$ cat config.mk
export PLATFORM = sky130hd
export DESIGN_NAME = legv8_instruction_decoder_top
export DESIGN_NICKNAME = d
export VERILOG_FILES = /design/src/lid_pkg.sv /design/src/lid_pipe_reg.sv /design/src/lid_decode.sv /design/src/legv8_instruction_decoder_top.sv
export SDC_FILE = /design/constraint.sdc
export NUM_CORES = 1
export LEC_CHECK = 0
export BUFFER_PORTS_ARGS = -buffer_cell sky130_fd_sc_hd__buf_4
export CORE_MARGIN = 10
export CORE_UTILIZATION = 47
export DETAILED_ROUTE_END_ITERATION = 7
export PLACE_DENSITY = 0.89
export REMOVE_ABC_BUFFERS = 1
export SKIP_LAST_GASP = 1
export SYNTH_ARGS = -nofsm -noshare
export SYNTH_HDL_FRONTEND = slang
export SYNTH_SLANG_ARGS = --single-unit
$ cat constraint.sdc
create_clock -name clk -period 3.3 [get_ports clk]
set_input_delay 0.66 -clock clk [delete_from_list [all_inputs] [get_ports clk]]
set_output_delay 0.66 -clock clk [all_outputs]
set_load 0.05 [all_outputs]
$ cat src/lid_pkg.sv
// Shared types, widths and opcode keys for the LEGv8 instruction decoder.
package lid_pkg;

  localparam int unsigned InstrW   = 32;
  localparam int unsigned OpcodeW  = 11;
  localparam int unsigned TypeW    = 3;
  localparam int unsigned OutDataW = 104;

  // Instruction format codes
  typedef enum logic [TypeW-1:0] {
    TYPE_R       = 3'd0,
    TYPE_I       = 3'd1,
    TYPE_D       = 3'd2,
    TYPE_B       = 3'd3,
    TYPE_CB      = 3'd4,
    TYPE_UNKNOWN = 3'd5
  } inst_type_t;

  // Opcode keys, one group per prefix width
  localparam logic [5:0]  OP_B      = 6'b000101;
  localparam logic [5:0]  OP_BL     = 6'b100101;
  localparam logic [7:0]  OP_BCOND  = 8'b01010100;
  localparam logic [7:0]  OP_CBNZ   = 8'b10110101;
  localparam logic [7:0]  OP_CBZ    = 8'b10110100;
  localparam logic [9:0]  OP_ADDI   = 10'b1001000100;
  localparam logic [9:0]  OP_ANDI   = 10'b1001001000;
  localparam logic [9:0]  OP_EORI   = 10'b1101001000;
  localparam logic [9:0]  OP_ORRI   = 10'b1011001000;
  localparam logic [9:0]  OP_SUBI   = 10'b1101000100;
  localparam logic [9:0]  OP_SUBIS  = 10'b1111000100;
  localparam logic [10:0] OP_ADD    = 11'b10001011000;
  localparam logic [10:0] OP_AND    = 11'b10001010000;
  localparam logic [10:0] OP_BR     = 11'b11010110000;
  localparam logic [10:0] OP_EOR    = 11'b11001010000;
  localparam logic [10:0] OP_LDUR   = 11'b11111000010;
  localparam logic [10:0] OP_LSL    = 11'b11010011011;
  localparam logic [10:0] OP_LSR    = 11'b11010011010;
  localparam logic [10:0] OP_MUL    = 11'b10011011000;
  localparam logic [10:0] OP_ORR    = 11'b10101010000;
  localparam logic [10:0] OP_STUR   = 11'b11111000000;
  localparam logic [10:0] OP_SUB    = 11'b11001011000;
  localparam logic [10:0] OP_SUBS   = 11'b11101011000;
  localparam logic [10:0] OP_PRNT   = 11'b11111111101;
  localparam logic [10:0] OP_PRNL   = 11'b11111111100;
  localparam logic [10:0] OP_DUMP   = 11'b11111111110;
  localparam logic [10:0] OP_HALT   = 11'b11111111111;

  // One decoded instruction
  typedef struct packed {
    inst_type_t          inst_type;
    logic [OpcodeW-1:0]  opcode;
    logic [4:0]          rd_rt;
    logic [4:0]          rn;
    logic [5:0]          shamt;
    logic [4:0]          rm;
    logic signed [11:0]  alu_imm;
    logic signed [25:0]  br_offset;
    logic [8:0]          dt_offset;
    logic signed [18:0]  cb_offset;
    logic                dt_op;
  } dec_t;

endpackage

$ cat src/lid_pipe_reg.sv
// One valid/ready pipeline register stage with a held payload.
module lid_pipe_reg #(
  parameter int unsigned Width = 32
) (
  input  logic             clk,
  input  logic             rst_n,
  input  logic             s_valid,
  output logic             s_ready,
  input  logic [Width-1:0] s_data,
  output logic             m_valid,
  input  logic             m_ready,
  output logic [Width-1:0] m_data
);

  logic             valid_r;
  logic             valid_nxt;
  logic [Width-1:0] data_r;

  // Take a new request when empty or when the held one leaves this cycle
  assign s_ready   = !valid_r || m_ready;
  assign valid_nxt = s_ready ? s_valid : valid_r;

  always_ff @(posedge clk) begin
    if (!rst_n) begin
      valid_r <= 1'b0;
    end else begin
      valid_r <= valid_nxt;
    end
  end

  // Load payload on accept, hold otherwise
  always_ff @(posedge clk) begin
    if (s_valid && s_ready) begin
      data_r <= s_data;
    end
  end

  assign m_valid = valid_r;
  assign m_data  = data_r;

endmodule

$ cat src/lid_decode.sv
// Format classification and field extraction for one instruction word.
module lid_decode (
  input  logic [lid_pkg::InstrW-1:0] instr_word,
  output lid_pkg::dec_t              dec
);
  import lid_pkg::*;

  logic [5:0]  pre6;
  logic [7:0]  pre8;
  logic [9:0]  pre10;
  logic [10:0] pre11;
  inst_type_t  kind;

  assign pre6  = instr_word[31:26];
  assign pre8  = instr_word[31:24];
  assign pre10 = instr_word[31:22];
  assign pre11 = instr_word[31:21];

  // Match prefixes, shortest width first
  always_comb begin
    if (pre6 inside {OP_B, OP_BL}) begin
      kind = TYPE_B;
    end else if (pre8 inside {OP_BCOND, OP_CBNZ, OP_CBZ}) begin
      kind = TYPE_CB;
    end else if (pre10 inside {OP_ADDI, OP_ANDI, OP_EORI, OP_ORRI, OP_SUBI, OP_SUBIS}) begin
      kind = TYPE_I;
    end else if (pre11 inside {OP_LDUR, OP_STUR}) begin
      kind = TYPE_D;
    end else if (pre11 inside {OP_ADD, OP_AND, OP_BR, OP_EOR, OP_LSL, OP_LSR, OP_MUL,
                               OP_ORR, OP_SUB, OP_SUBS, OP_PRNT, OP_PRNL, OP_DUMP,
                               OP_HALT}) begin
      kind = TYPE_R;
    end else begin
      kind = TYPE_UNKNOWN;
    end
  end

  // Right-align the opcode at the width of its format
  always_comb begin
    dec.inst_type = kind;
    case (kind)
      TYPE_I:  dec.opcode = {1'b0, pre10};
      TYPE_B:  dec.opcode = {5'b0, pre6};
      TYPE_CB: dec.opcode = {3'b0, pre8};
      default: dec.opcode = pre11;
    endcase
    dec.rd_rt     = instr_word[4:0];
    dec.rn        = instr_word[9:5];
    dec.shamt     = instr_word[15:10];
    dec.rm        = instr_word[20:16];
    dec.alu_imm   = instr_word[21:10];
    dec.br_offset = instr_word[25:0];
    dec.dt_offset = instr_word[20:12];
    dec.cb_offset = instr_word[23:5];
    dec.dt_op     = instr_word[10];
  end

endmodule

$ cat src/legv8_instruction_decoder_top.sv
// Path: an accepted word is held in the input register, decoded combinationally, then loaded into the result register.
// Throughput: one instruction per cycle while out_tready is high; decode is a single combinational pass.
// Each stage loads when empty or when its request leaves; input stalls only with both full.
// Reset: synchronous active-low rst_n empties both stages; payload is not cleared.
// Top level of the LEGv8 instruction decoder.
module legv8_instruction_decoder_top (
  input  logic                           clk,
  input  logic                           rst_n,
  input  logic                           in_tvalid,
  output logic                           in_tready,
  input  logic [lid_pkg::InstrW-1:0]     in_tdata,   // [31:0] instr_word
  output logic                           out_tvalid,
  input  logic                           out_tready,
  output logic [lid_pkg::OutDataW-1:0]   out_tdata,  // opcode[10:0] rd_rt[15:11] rn[20:16]
                                                     // shamt[26:21] rm[31:27] alu_imm[43:32]
                                                     // br_offset[69:44] dt_offset[78:70]
                                                     // cb_offset[97:79] dt_op[98] zero[103:99]
  output logic [lid_pkg::TypeW-1:0]      out_tuser   // [2:0] inst_type
);
  import lid_pkg::*;

  logic              word_valid;
  logic              word_ready;
  logic [InstrW-1:0] word;
  dec_t              dec;
  dec_t              res;

  // Input register
  lid_pipe_reg #(
    .Width (InstrW)
  ) u_in_reg (
    .clk     (clk),
    .rst_n   (rst_n),
    .s_valid (in_tvalid),
    .s_ready (in_tready),
    .s_data  (in_tdata),
    .m_valid (word_valid),
    .m_ready (word_ready),
    .m_data  (word)
  );

  // Decode
  lid_decode u_decode (
    .instr_word (word),
    .dec        (dec)
  );

  // Result register
  lid_pipe_reg #(
    .Width ($bits(dec_t))
  ) u_out_reg (
    .clk     (clk),
    .rst_n   (rst_n),
    .s_valid (word_valid),
    .s_ready (word_ready),
    .s_data  (dec),
    .m_valid (out_tvalid),
    .m_ready (out_tready),
    .m_data  (res)
  );

  // Pack result fields, lowest first
  assign out_tuser = res.inst_type;
  assign out_tdata = {5'b0, res.dt_op, res.cb_offset, res.dt_offset, res.br_offset,
                      res.alu_imm, res.rm, res.shamt, res.rn, res.rd_rt, res.opcode};

`ifndef SYNTH
  // Format code stays within the defined set
  a_type_range: assert property (@(posedge clk) disable iff (!rst_n)
    out_tvalid |-> out_tuser <= TYPE_UNKNOWN)
    else $error("inst_type out of range");

  // Branch opcode uses only six bits
  a_b_opcode: assert property (@(posedge clk) disable iff (!rst_n)
    (out_tvalid && out_tuser == TYPE_B) |-> out_tdata[10:6] == 5'b0)
    else $error("B opcode wider than six bits");

  // A draining pipeline never blocks the input
  a_ready_chain: assert property (@(posedge clk) disable iff (!rst_n)
    out_tready |-> in_tready)
    else $error("input stalled while output drains");

  // An accepted word reaches the result register when the output side is open
  a_advance: assert property (@(posedge clk) disable iff (!rst_n)
    (word_valid && word_ready) |=> out_tvalid)
    else $error("decoded request lost");
`endif

endmodule

==> results of run 1 <==
## power groups by stage
stage	combinational (uW)	clock (uW)	sequential, uW
floorplan	52.7	0	1330
global placement	378	0	1140
detailed placement	384	0	1150
CTS	384	724	1130
global route	396	769	1130
finish	380	703	1130
## cells in the mapped netlist (2+ instances only)
cell | instances | share of area, %
nand2_1 | 9 | 1.0
nor2_1 | 7 | 0.81
inv_1 | 2 | 0.23
buf_2 | 3 | 0.46
nor3_1 | 3 | 0.46
nor2b_1 | 4 | 0.77
dfxtp_1 | 2 | 1.2
edfxtp_1 | 72 | 66
nand2b_1 | 5 | 0.96
buf_6 | 2 | 0.69
a21oi_1 | 4 | 0.62
buf_4 | 69 | 16
a211o_1 | 4 | 1.1
nand3_1 | 3 | 0.46
nor4_1 | 3 | 0.58
## layout make-up
class                      count  area share, %
sequential                    74           53.9
timing repair buffer         141           25.9
multi-input combinational     75           12.5
clock buffer                  12           3.80
tap                           80           2.45
clock inverter                 4           1.23
inverter                       2          0.184
## how the worst max path moves through the flow
stage | to | slack (ns) | cells after the start
floorplan | u_out_reg.m_data[100] | 0.33 | 2
global placement | in_tready | 1.28 | 4
detailed placement | in_tready | 1.19 | 4
CTS | in_tready | 1.19 | 4
global route | in_tready | 1.11 | 4
finish | in_tready | 1.19 | 4
## cell families after synthesis
family / Yosys count / share of synthesized area (%)
and+or+nand+nor: 51 / 9.57
AOI/OAI and AO/OA: 19 / 5.34
other: 1 / 0.115
buffers and inverters: 76 / 17.3
DFF: 74 / 67.7
## through the flow
stage	area (um^2)	total power (uW)	instances	setup WS, ns	utilization [%]
finish	4090	2210	388	1.19	60.5
global route	4090	2300	388	1.11	60.5
CTS	4090	2230	388	1.19	60.5
detailed placement	3880	1530	372	1.19	57.4
global placement	3880	1520	372	1.28	57.4
floorplan	2710	1380	151	0.327	-
## state kept, by name, summed over array words and instances (netlist names)
name and flops:
u_in_reg.m_valid 1, u_out_reg.m_valid 1, u_out_reg.m_data 40, u_in_reg.m_data 32
## routing by layer
metal  vias to the layer above  GRT usage [%]
met5                         -              0
met4                         0           6.10
met3                         8           5.85
met2                        99           22.8
met1                       928           13.4
li1                        890              -
==> results.tsv, run 1 <==
stage	metric	value	unit
worst_setup_path	path_cells	buf_4, nor2b_1, nand2_1, buf_4	
clock_tree	clock_path_buffers	2	
drt	top_layer	met4	
cells_and_area	drive_above_1_share	53.9	%
clock_tree	cts_root_buf	clkbuf_8	
worst_hold_path	hp-start	u_in_reg.m_data[20]	
worst_setup_path	required	2.64	ns
worst_setup_path	rr_worst_depth	5	
worst_setup_path	cp.arrival	1.45	ns
clock_tree	ctsHoldBuffers	0	
clock_tree	clkSinkCount	74	
global_routing	grt_pass1_vias	2039	
global_routing	grt_pass1_wl	10600	um
sta	maxSlewViolCount	0	
logic_synthesis	ys_seq_area_share	67.7	%
power	p_leak	0.00166	uW
drt	drcViolationCount	0	
place	dp_hpwl	5760	um
worst_setup_path	crit_buf_inv	2	
drt	route.vias.total	1925	
run_status	outcome	complete, no violations	
worst_setup_path	path_max_fanout	4	
logic_synthesis	ys_types	44	
drt	dr.first_iter.drc_count	229	
power	p_switching	622	uW
sta	rsz0062_at_grt	false	
drt	drtAntennaViolNets	0	
global_routing	gr-total-overflow	0	
worst_setup_path	crit_top_cell	buf_4	
sta	tns	0	ns
place	gp_congestion	0.899	
worst_setup_path	cp_slowest_cell	nor2b_1	
global_routing	antenna_found_initial	0	
power	p_int	1590	uW
power	pwr-share-seq	50.9	%
clock_tree	post_cts.repair.setup_buffers	0	
floorplanning	die-height	103	um
clock_tree	htree_levels	3	
drt	wirelength_met1	2620	um
clock_tree	cts_buffers	9	
clock_tree	cts_tree	built	
sta	min_period	2.11	ns
place	portBuffers	139	
drt	vias_per_cell	4.96	
sta	fin_worst_skew	0.00675	ns
cells_and_area	seq_area	2200	um^2
sta	slew_headroom	65.5	%
floorplanning	boundaryPins	145	
drt	routedWlPerCell	19.2	um
floorplanning	initial_utilization	48.2	%
sta	hold_violations	0	
sta	worst_hold_slack	0.416	ns
worst_setup_path	startpoint_type	input pin	
clock_tree	clock_latency	0.34	ns
sta	worstMarginPinSlew	0.517	ns
power	ir_drop	0.367	mV
power	power.density	541	nW/um^2
power	pwr-share-comb	17.2	%
job	drv_cap	0	
sta	setup_viol	0	
clock_tree	cts_resized	0	
logic_synthesis	synthesis.area	3250	um^2
cells_and_area	final_common_cell	buf_4	
logic_synthesis	netlist_instances	221	
sta	fmax	473	MHz
logic_synthesis	ys_ff_latch	74	
logic_synthesis	ys.flop_type	edfxtp_1	
floorplanning	coreArea	6760	um^2
worst_setup_path	critPathTopFamily	simple AND/OR/NAND/NOR gates	
worst_hold_path	hold_path_class	reg2reg	
worst_hold_path	hold_path_end	u_out_reg.m_data[71]	
worst_setup_path	crit_start	out_tready	
floorplanning	die_width	103	um
logic_synthesis	yosysWarnings	0	
worst_setup_path	critPathKind	in2out	
cells_and_area	num-fill-cells	537	
cells_and_area	syn_to_final_growth	25.5	%
drt	drt-total-wl	7460	um
worst_setup_path	reg2reg_to	u_out_reg.m_data[88]	
cells_and_area	layout_common_cells	141 x buf_4, 72 x edfxtp_1, 11 x clkbuf_8, 9 x nand2_1, 7 x nor2_1	
global_routing	grt_max_degree	41	
drt	met3_length	722	um
floorplanning	die_area	10700	um^2
power	switching_share	28.2	%
drt	wl_met2	4000	um
global_routing	grt_usage	13.2	%
power	clockPowerShare	31.8	%
sta	min_period_over_period	64.0	%
worst_setup_path	r2r_setup_slack	1.27	ns
logic_synthesis	synthArstFlopShare	0	%
worst_setup_path	cp_slowest_stage_delay	0.33	ns
cells_and_area	multi_input_area	512	um^2
drt	firstDrtPassIters	4	
worst_setup_path	r2r_start	u_in_reg.m_data[29]	
logic_synthesis	synth_edf_count	72	
worst_setup_path	end_kind	output port	
cells_and_area	diodes	0	
floorplanning	fp-row-count	30	
cells_and_area	fin_nets	339	
logic_synthesis	synth_area_per_cell	14.7	um^2
clock_tree	clkTransAtPathRegs	0.07	ns
worst_hold_path	min_delay_path_depth	0	
Note: power is estimated with default switching activity, not from simulation.
==> run 2: changes to the inputs <==
clock period = 2 ns   (was 3.3 ns; I/O delays follow)
==> run 2 against run 1 <==
Effect of this change: register-to-register slack lost 1.2 ns; utilization increased by 1.1 points; wire length shrank 0.29%; die area unchanged; worst setup slack lost 1.1 ns; non-clock buffer count up 5; via count up 0.16%; critical endpoint is now u_out_reg.m_data[88]; largest power group unchanged.
==> results.tsv, run 2 (synthesized netlist as in run 1, its figures left out) <==
stage	metric	value	unit	change
place	gp_congestion	0.895		was 0.899
power	p_leak	0.00171	uW	was 0.00166 uW
worst_setup_path	r2r_start	u_in_reg.m_data[29]		unchanged
power	p_switching	1020	uW	was 622 uW
place	portBuffers	139		unchanged
power	clockPowerShare	34.9	%	was 31.8%
worst_hold_path	hp-start	in_tdata[1]		was u_in_reg.m_data[20]
floorplanning	die-height	103	um	unchanged
cells_and_area	layout_common_cells	146 x buf_4, 72 x edfxtp_1, 9 x nand2_1, 9 x clkbuf_8, 7 x nor2_1		was 141 x buf_4, 72 x edfxtp_1, 11 x clkbuf_8, 9 x nand2_1, 7 x nor2_1
drt	drtAntennaViolNets	0		unchanged
sta	maxSlewViolCount	0		unchanged
floorplanning	fp-row-count	30		unchanged
worst_hold_path	min_delay_path_depth	1		was 0
cells_and_area	drive_above_1_share	55.0	%	was 53.9%
cells_and_area	final-instance-count-excl-fill	393		was 388
worst_hold_path	hold_path_class	in2reg		was reg2reg
cells_and_area	syn_to_final_growth	27.7	%	was 25.5%
run_status	outcome	complete, no violations		unchanged
floorplanning	die_area	10700	um^2	unchanged
sta	fin_worst_skew	0.0104	ns	was 0.00675 ns
sta	setup_viol	0		unchanged
power	switching_share	26.7	%	was 28.2%
sta	min_period	1.91	ns	
drt	drcViolationCount	0		unchanged
worst_setup_path	cp.arrival	1.99	ns	was 1.45 ns
clock_tree	cts_root_buf	clkbuf_8		unchanged
global_routing	grt_max_degree	41		unchanged
place	post_dp_cell_area	3920	um^2	was 3880 um^2
sta	rsz0062_at_grt	false		unchanged
clock_tree	clkTransAtPathRegs	0.08	ns	was 0.07 ns
sta	worst_hold_slack	0.236	ns	was 0.416 ns
sta	slew_headroom	27.2	%	was 65.5%
floorplanning	boundaryPins	145		unchanged
worst_setup_path	critPathKind	reg2reg		was in2out
drt	drt-total-wl	7440	um	was 7460 um
clock_tree	cts_tree	built		unchanged
sta	hold_violations	0		unchanged
global_routing	grt_pass1_vias	1965		was 2039
worst_setup_path	startpoint_type	flip-flop		was input pin
cells_and_area	final_common_cell	buf_4		unchanged
drt	firstDrtPassIters	4		unchanged
power	pwr-share-seq	48.3	%	was 50.9%
worst_setup_path	end_kind	flip-flop		was output port
power	pwr-share-comb	16.8	%	was 17.2%
clock_tree	clock_path_buffers	2		unchanged
cells_and_area	largest_reg_flops	40		unchanged
sta	min_period_over_period	95.4	%	
drt	routedWlPerCell	18.9	um	was 19.2 um
worst_setup_path	rr_worst_depth	5		unchanged
floorplanning	die_width	103	um	unchanged
sta	tns	0	ns	unchanged
job	drv_cap	0		unchanged
cells_and_area	stdcell_area	4160	um^2	was 4090 um^2
cells_and_area	fin_nets	344		was 339
worst_setup_path	path_max_fanout	10		was 4
power	power	3830	uW	was 2210 uW
global_routing	gr-total-overflow	0		unchanged
power	power.density	921	nW/um^2	was 541 nW/um^2
place	dp_hpwl	5740	um	was 5760 um
drt	dr.first_iter.drc_count	126		was 229
place	dp_cells	377		was 372
global_routing	antenna_found_initial	0		unchanged
cells_and_area	diodes	0		unchanged
clock_tree	clkSinkCount	74		unchanged
global_routing	grt_pass1_wl	10500	um	was 10600 um
clock_tree	htree_levels	3		unchanged
worst_setup_path	required	2.09	ns	was 2.64 ns
clock_tree	post_cts.repair.setup_buffers	0		unchanged
power	p_int	2800	uW	was 1590 uW
floorplanning	initial_utilization	48.2	%	unchanged
drt	route.vias.total	1928		was 1925
clock_tree	clock_latency	0.33	ns	was 0.34 ns
global_routing	grt_usage	13.1	%	was 13.2%
clock_tree	cts_buffers	9		unchanged
sta	fmax	524	MHz	
sta	worstMarginPinSlew	1.09	ns	was 0.517 ns
drt	vias_per_cell	4.91		was 4.96
worst_setup_path	crit_start	u_in_reg.m_data[29]		was out_tready
floorplanning	coreArea	6760	um^2	unchanged
power	ir_drop	0.498	mV	was 0.367 mV
==> run 2: cell count changes in the layout (fill, tap and decap cells not counted) <==
cell and delta:
buf_4 +5, bufinv_16 +2, clkbuf_8 -2, clkinv_2 +2
clkinvlp_4 -2, nor4_1 -1, nor4_2 +1
==> run 2: layer usage <==
metal,up-vias,track usage (%),share of wire [%]
met3,9,3.99,7.4
li1,903,-,-
met4,0,7.17,1.8
met5,-,0,0
met2,79,21.9,52
met1,937,14.8,38
==> run 2: worst paths after layout <==
kind	end	slack, ns
worst min-delay path	u_in_reg.m_data[1]	0.24
worst max register to register	u_out_reg.m_data[88]	0.09
worst max-delay path	u_out_reg.m_data[88]	0.09
worst min register to register	u_out_reg.m_data[82]	0.42
==> run 2: layout make-up <==
class | instances | area (um^2)
Fill cell | 512 | 2600
Sequential cell | 74 | 2200
Timing Repair Buffer | 146 | 1100
Multi-Input combinational cell | 75 | 518
Clock buffer | 10 | 128
Clock inverter | 6 | 105
Tap cell | 80 | 100
Inverter | 2 | 7.51
==> run 2: repair_timing <==
| action | CTS | global route |
|---|---|---|
| hold buffers | 0 | 0 |
| endpoints found under the hold margin | 0 | 0 |
| setup endpoints to repair | 0 | 2 |
| resized for setup | 0 | 1 |
==> run 2: worst max-delay path, stage by stage (launching register included) <==
cell	delay, ns
edfxtp_1	0.47
nand2b_1	0.20
a21oi_1	0.17
o2111a_1	0.44
nor2_2	0.09
a211o_1	0.29
==> run 2: through the flow <==
stage	setup slack [ns]	util, %
after floorplan	-0.951	-
after global placement	0.125	58.0
after detailed placement	0.101	58.0
after CTS	0.0855	61.4
after global routing	0.0366	61.5
final	0.0926	61.5
==> run 2: power groups by stage <==
stage / clock network, uW / logic, uW / registers (uW)
floorplan: 0 / 86.9 / 2200
global placement: 0 / 641 / 1880
detailed placement: 0 / 647 / 1880
CTS: 1360 / 648 / 1850
global route: 1440 / 669 / 1860
finish: 1340 / 643 / 1850
==> run 3: changes to the inputs <==
CORE_UTILIZATION = 54   (was 47)
PLACE_DENSITY = 0.91   (was 0.89)
SYNTH_HIERARCHICAL = 1   (was unset)
==> run 3 against run 2 <==
Effect of this change: design area is 56% higher; wire length increased by 29%; power increased by 87%; synthesized cell count rose by 39%; worst setup slack improved by 0.00064 ns; non-clock buffer count decreased by 4; first-iteration DRC count up 88%; via count up 33%; global-route usage grew 0.12 points; combinational power grew 8.4%; clock-buffer cell count increased by 8; critical path type unchanged; critical endpoint is now u_out_reg/m_data[93]; largest cell class unchanged.
==> results.tsv, run 3 <==
stage	metric	value	unit	change
sta	maxSlewViolCount	0		unchanged
sta	rsz0062_at_grt	false		unchanged
clock_tree	post_cts.repair.setup_buffers	0		unchanged
worst_setup_path	critPathTopFamily	flip-flops		was compound AO/OA/AOI/OAI gates
drt	drcViolationCount	0		unchanged
sta	min_period	1.91	ns	about the same
cells_and_area	syn_to_final_growth	21.8	%	was 27.7%
logic_synthesis	netlist.area_leader.share	75.4	%	was 66.4%
global_routing	grt_pass1_wl	14200	um	was 10500 um
place	dp_hpwl	6990	um	was 5740 um
worst_setup_path	rr_worst_depth	4		was 5
power	power.density	1100	nW/um^2	was 921 nW/um^2
drt	drtAntennaViolNets	0		unchanged
drt	vias_per_cell	4.92		was 4.91
logic_synthesis	synthesis.area	5340	um^2	was 3250 um^2
cells_and_area	layout_common_cells	139 x buf_4, 134 x edfxtp_1, 16 x clkbuf_16, 8 x nand2_1, 6 x nor3_1		was 146 x buf_4, 72 x edfxtp_1, 9 x nand2_1, 9 x clkbuf_8, 7 x nor2_1
drt	routedWlPerCell	18.5	um	was 18.9 um
worst_setup_path	required	2.26	ns	was 2.09 ns
floorplanning	die_area	14300	um^2	was 10700 um^2
global_routing	gr-total-overflow	0		unchanged
worst_setup_path	cp.arrival	2.16	ns	was 1.99 ns
clock_tree	clock_path_buffers	2		unchanged
worst_setup_path	crit_buf_inv	0		unchanged
floorplanning	boundaryPins	145		unchanged
worst_hold_path	min_delay_path_depth	1		unchanged
sta	tns	0	ns	unchanged
drt	firstDrtPassIters	4		unchanged
worst_setup_path	reg2reg_to	u_out_reg/m_data[93]		was u_out_reg.m_data[88]
cells_and_area	fin_util	67.2	%	was 61.5%
logic_synthesis	yosysTopAreaCell	edfxtp_1		unchanged
global_routing	grt_usage	13.3	%	was 13.1%
clock_tree	cts_buffers	17		was 9
worst_setup_path	cp_slowest_stage_delay	0.66	ns	was 0.47 ns
floorplanning	die-height	119	um	was 103 um
worst_setup_path	critPathKind	reg2reg		unchanged
sta	worst_hold_slack	0.0584	ns	was 0.236 ns
cells_and_area	diodes	0		unchanged
logic_synthesis	ys_top_cells_by_count	134 x edfxtp_1, 95 x buf_4, 8 x nand2_1, 6 x nor3_1, 4 x inv_1		was 72 x edfxtp_1, 69 x buf_4, 9 x nand2_1, 7 x nor2_1, 5 x nand2b_1
clock_tree	clkSinkCount	136		was 74
job	drv_cap	0		unchanged
clock_tree	clock_latency	0.51	ns	was 0.33 ns
sta	worstMarginPinSlew	0.507	ns	was 1.09 ns
global_routing	grt_pass1_vias	2569		was 1965
logic_synthesis	ys_seq_area_share	76.1	%	was 67.7%
logic_synthesis	synth_area_per_cell	17.4	um^2	was 14.7 um^2
worst_setup_path	r2r_setup_slack	0.09	ns	about the same
sta	slew_headroom	66.2	%	was 27.2%
clock_tree	clkTransAtPathRegs	0.06	ns	was 0.08 ns
logic_synthesis	ys_ff_latch	136		was 74
power	ir_drop	0.525	mV	was 0.498 mV
logic_synthesis	yosysWarnings	6		was 0
logic_synthesis	ys_types	45		was 44
cells_and_area	stdcell_area	6500	um^2	was 4160 um^2
clock_tree	htree_levels	4		was 3
sta	hold_violations	0		unchanged
sta	min_period_over_period	95.3	%	was 95.4%
logic_synthesis	synthArstFlopShare	0	%	unchanged
power	p_leak	0.00248	uW	was 0.00171 uW
clock_tree	cts_tree	built		unchanged
clock_tree	ctsHoldBuffers	0		unchanged
cells_and_area	largest_reg_flops	102		was 40
floorplanning	fp-row-count	36		was 30
clock_tree	cts_root_buf	clkbuf_8		unchanged
place	gp_congestion	0.882		was 0.895
logic_synthesis	ys_top_cells_by_area	edfxtp_1 75%, buf_4 13%, nor4_4 0.80%		was edfxtp_1 66%, buf_4 16%, dfxtp_1 1.2%
worst_setup_path	path_max_fanout	14		was 10
run_status	outcome	complete, no violations		unchanged
cells_and_area	drive_above_1_share	48.7	%	was 55.0%
global_routing	grt_max_degree	33		was 41
global_routing	antenna_found_initial	0		unchanged
logic_synthesis	netlist_instances	307		was 221
place	dp_slack	0.137	ns	was 0.101 ns
drt	route.vias.total	2563		was 1928
place	post_dp_cell_area	5910	um^2	was 3920 um^2
cells_and_area	final_common_cell	buf_4		unchanged
clock_tree	cts_resized	0		unchanged
logic_synthesis	ys.flop_type	edfxtp_1		unchanged
sta	fmax	524	MHz	about the same
floorplanning	die_width	119	um	was 103 um
drt	dr.first_iter.drc_count	237		was 126
worst_setup_path	startpoint_type	flip-flop		unchanged
logic_synthesis	synth_most_common_cell	edfxtp_1		unchanged
worst_hold_path	hold_path_class	in2reg		unchanged
worst_setup_path	path_cells	and3b_1, o21a_2, nor2_2, mux2_4		was nand2b_1, a21oi_1, o2111a_1, nor2_2, a211o_1
floorplanning	coreArea	9680	um^2	was 6760 um^2
floorplanning	initial_utilization	55.1	%	was 48.2%
logic_synthesis	synth_edf_count	134		was 72
sta	setup_ws	0.0933	ns	was 0.0926 ns
sta	setup_viol	0		unchanged
place	portBuffers	139		unchanged
worst_hold_path	hold_path_end	u_in_reg/m_data[16]		was u_in_reg.m_data[1]
worst_setup_path	r2r_start	u_in_reg/m_data[30]		was u_in_reg.m_data[29]
worst_setup_path	end_kind	flip-flop		unchanged
drt	drt-total-wl	9620	um	was 7440 um
sta	fin_worst_skew	0.00856	ns	was 0.0104 ns
worst_hold_path	hp-start	in_tdata[16]		was in_tdata[1]
cells_and_area	fin_nets	412		was 344
worst_setup_path	cp_slowest_cell	edfxtp_1		unchanged
## run 3: cell types whose count changed after synthesis, sizes merged, moves of 3 or more
cell	delta
a211o	-3
and2	+3
buf	+22
edfxtp	+62
nor2	-4
nor2b	-3
nor3	+3
o21ai	+5
## run 3: worst max-delay path by stage
stage / from / depth (start not counted) / to / slack [ns]
2_1_floorplan: u_out_reg/m_valid / 2 / u_out_reg/m_data[0] / 0.17
3_3_place_gp: u_in_reg/m_data[30] / 4 / u_out_reg/m_data[93] / 0.22
3_5_place_dp: u_in_reg/m_data[30] / 4 / u_out_reg/m_data[93] / 0.14
4_1_cts: u_in_reg/m_data[30] / 4 / u_out_reg/m_data[93] / 0.11
5_1_grt: u_in_reg/m_data[30] / 4 / u_out_reg/m_data[93] / 0.02
6_report: u_in_reg/m_data[30] / 4 / u_out_reg/m_data[93] / 0.09
## run 3: final cells by class
| cell class | instances | area (um^2) |
|---|---|---|
| fillers | 656 | 3180 |
| clock buffers | 18 | 418 |
| clock inverters | 13 | 179 |
| repair buffers | 142 | 1100 |
| flip-flops and latches | 136 | 4060 |
| well taps | 133 | 166 |
| inverters | 4 | 15.0 |
| multi-input cells | 75 | 558 |
## run 3: logic make-up (layout without fill, tap and decap cells)
family | Yosys count | count (layout) | synth area share [%]
AOI/OAI and AO/OA | 19 | 19 | 2.79
other | 1 | 5 | 0.0702
and+or+nand+nor | 48 | 48 | 6.56
muxes | 3 | 3 | 0.750
buffers and inverters | 100 | 177 | 13.7
DFF | 136 | 136 | 76.1
## run 3: worst register-to-register path: cells and delay by family, from the launching register on
kind            cells  cell delay (ns)
mux                 1             0.32
compound gates      1             0.25
simple gates        2             0.42
flops               1             0.66
## run 3: metrics by stage
step                cells  power, uW
floorplan             215       3870
detailed placement    490       4150
global placement      490       4120
global route          521       7400
finish                521       7160
CTS                   521       7240
## run 3: metal layers
metal  wire (um)  track usage (%)  up-vias
met5           0                0        -
met4         206             6.94        0
met3         851             6.33       15
met2        4830             21.3      140
met1        3730             14.4     1237
li1            -                -     1171
## run 3: where the power goes
part | switching, uW | internal (uW) | total (uW)
Combinational | 493 | 204 | 697
Sequential | 85.2 | 3300 | 3390
Clock | 1070 | 2010 | 3080
Total | 1650 | 5520 | 7160
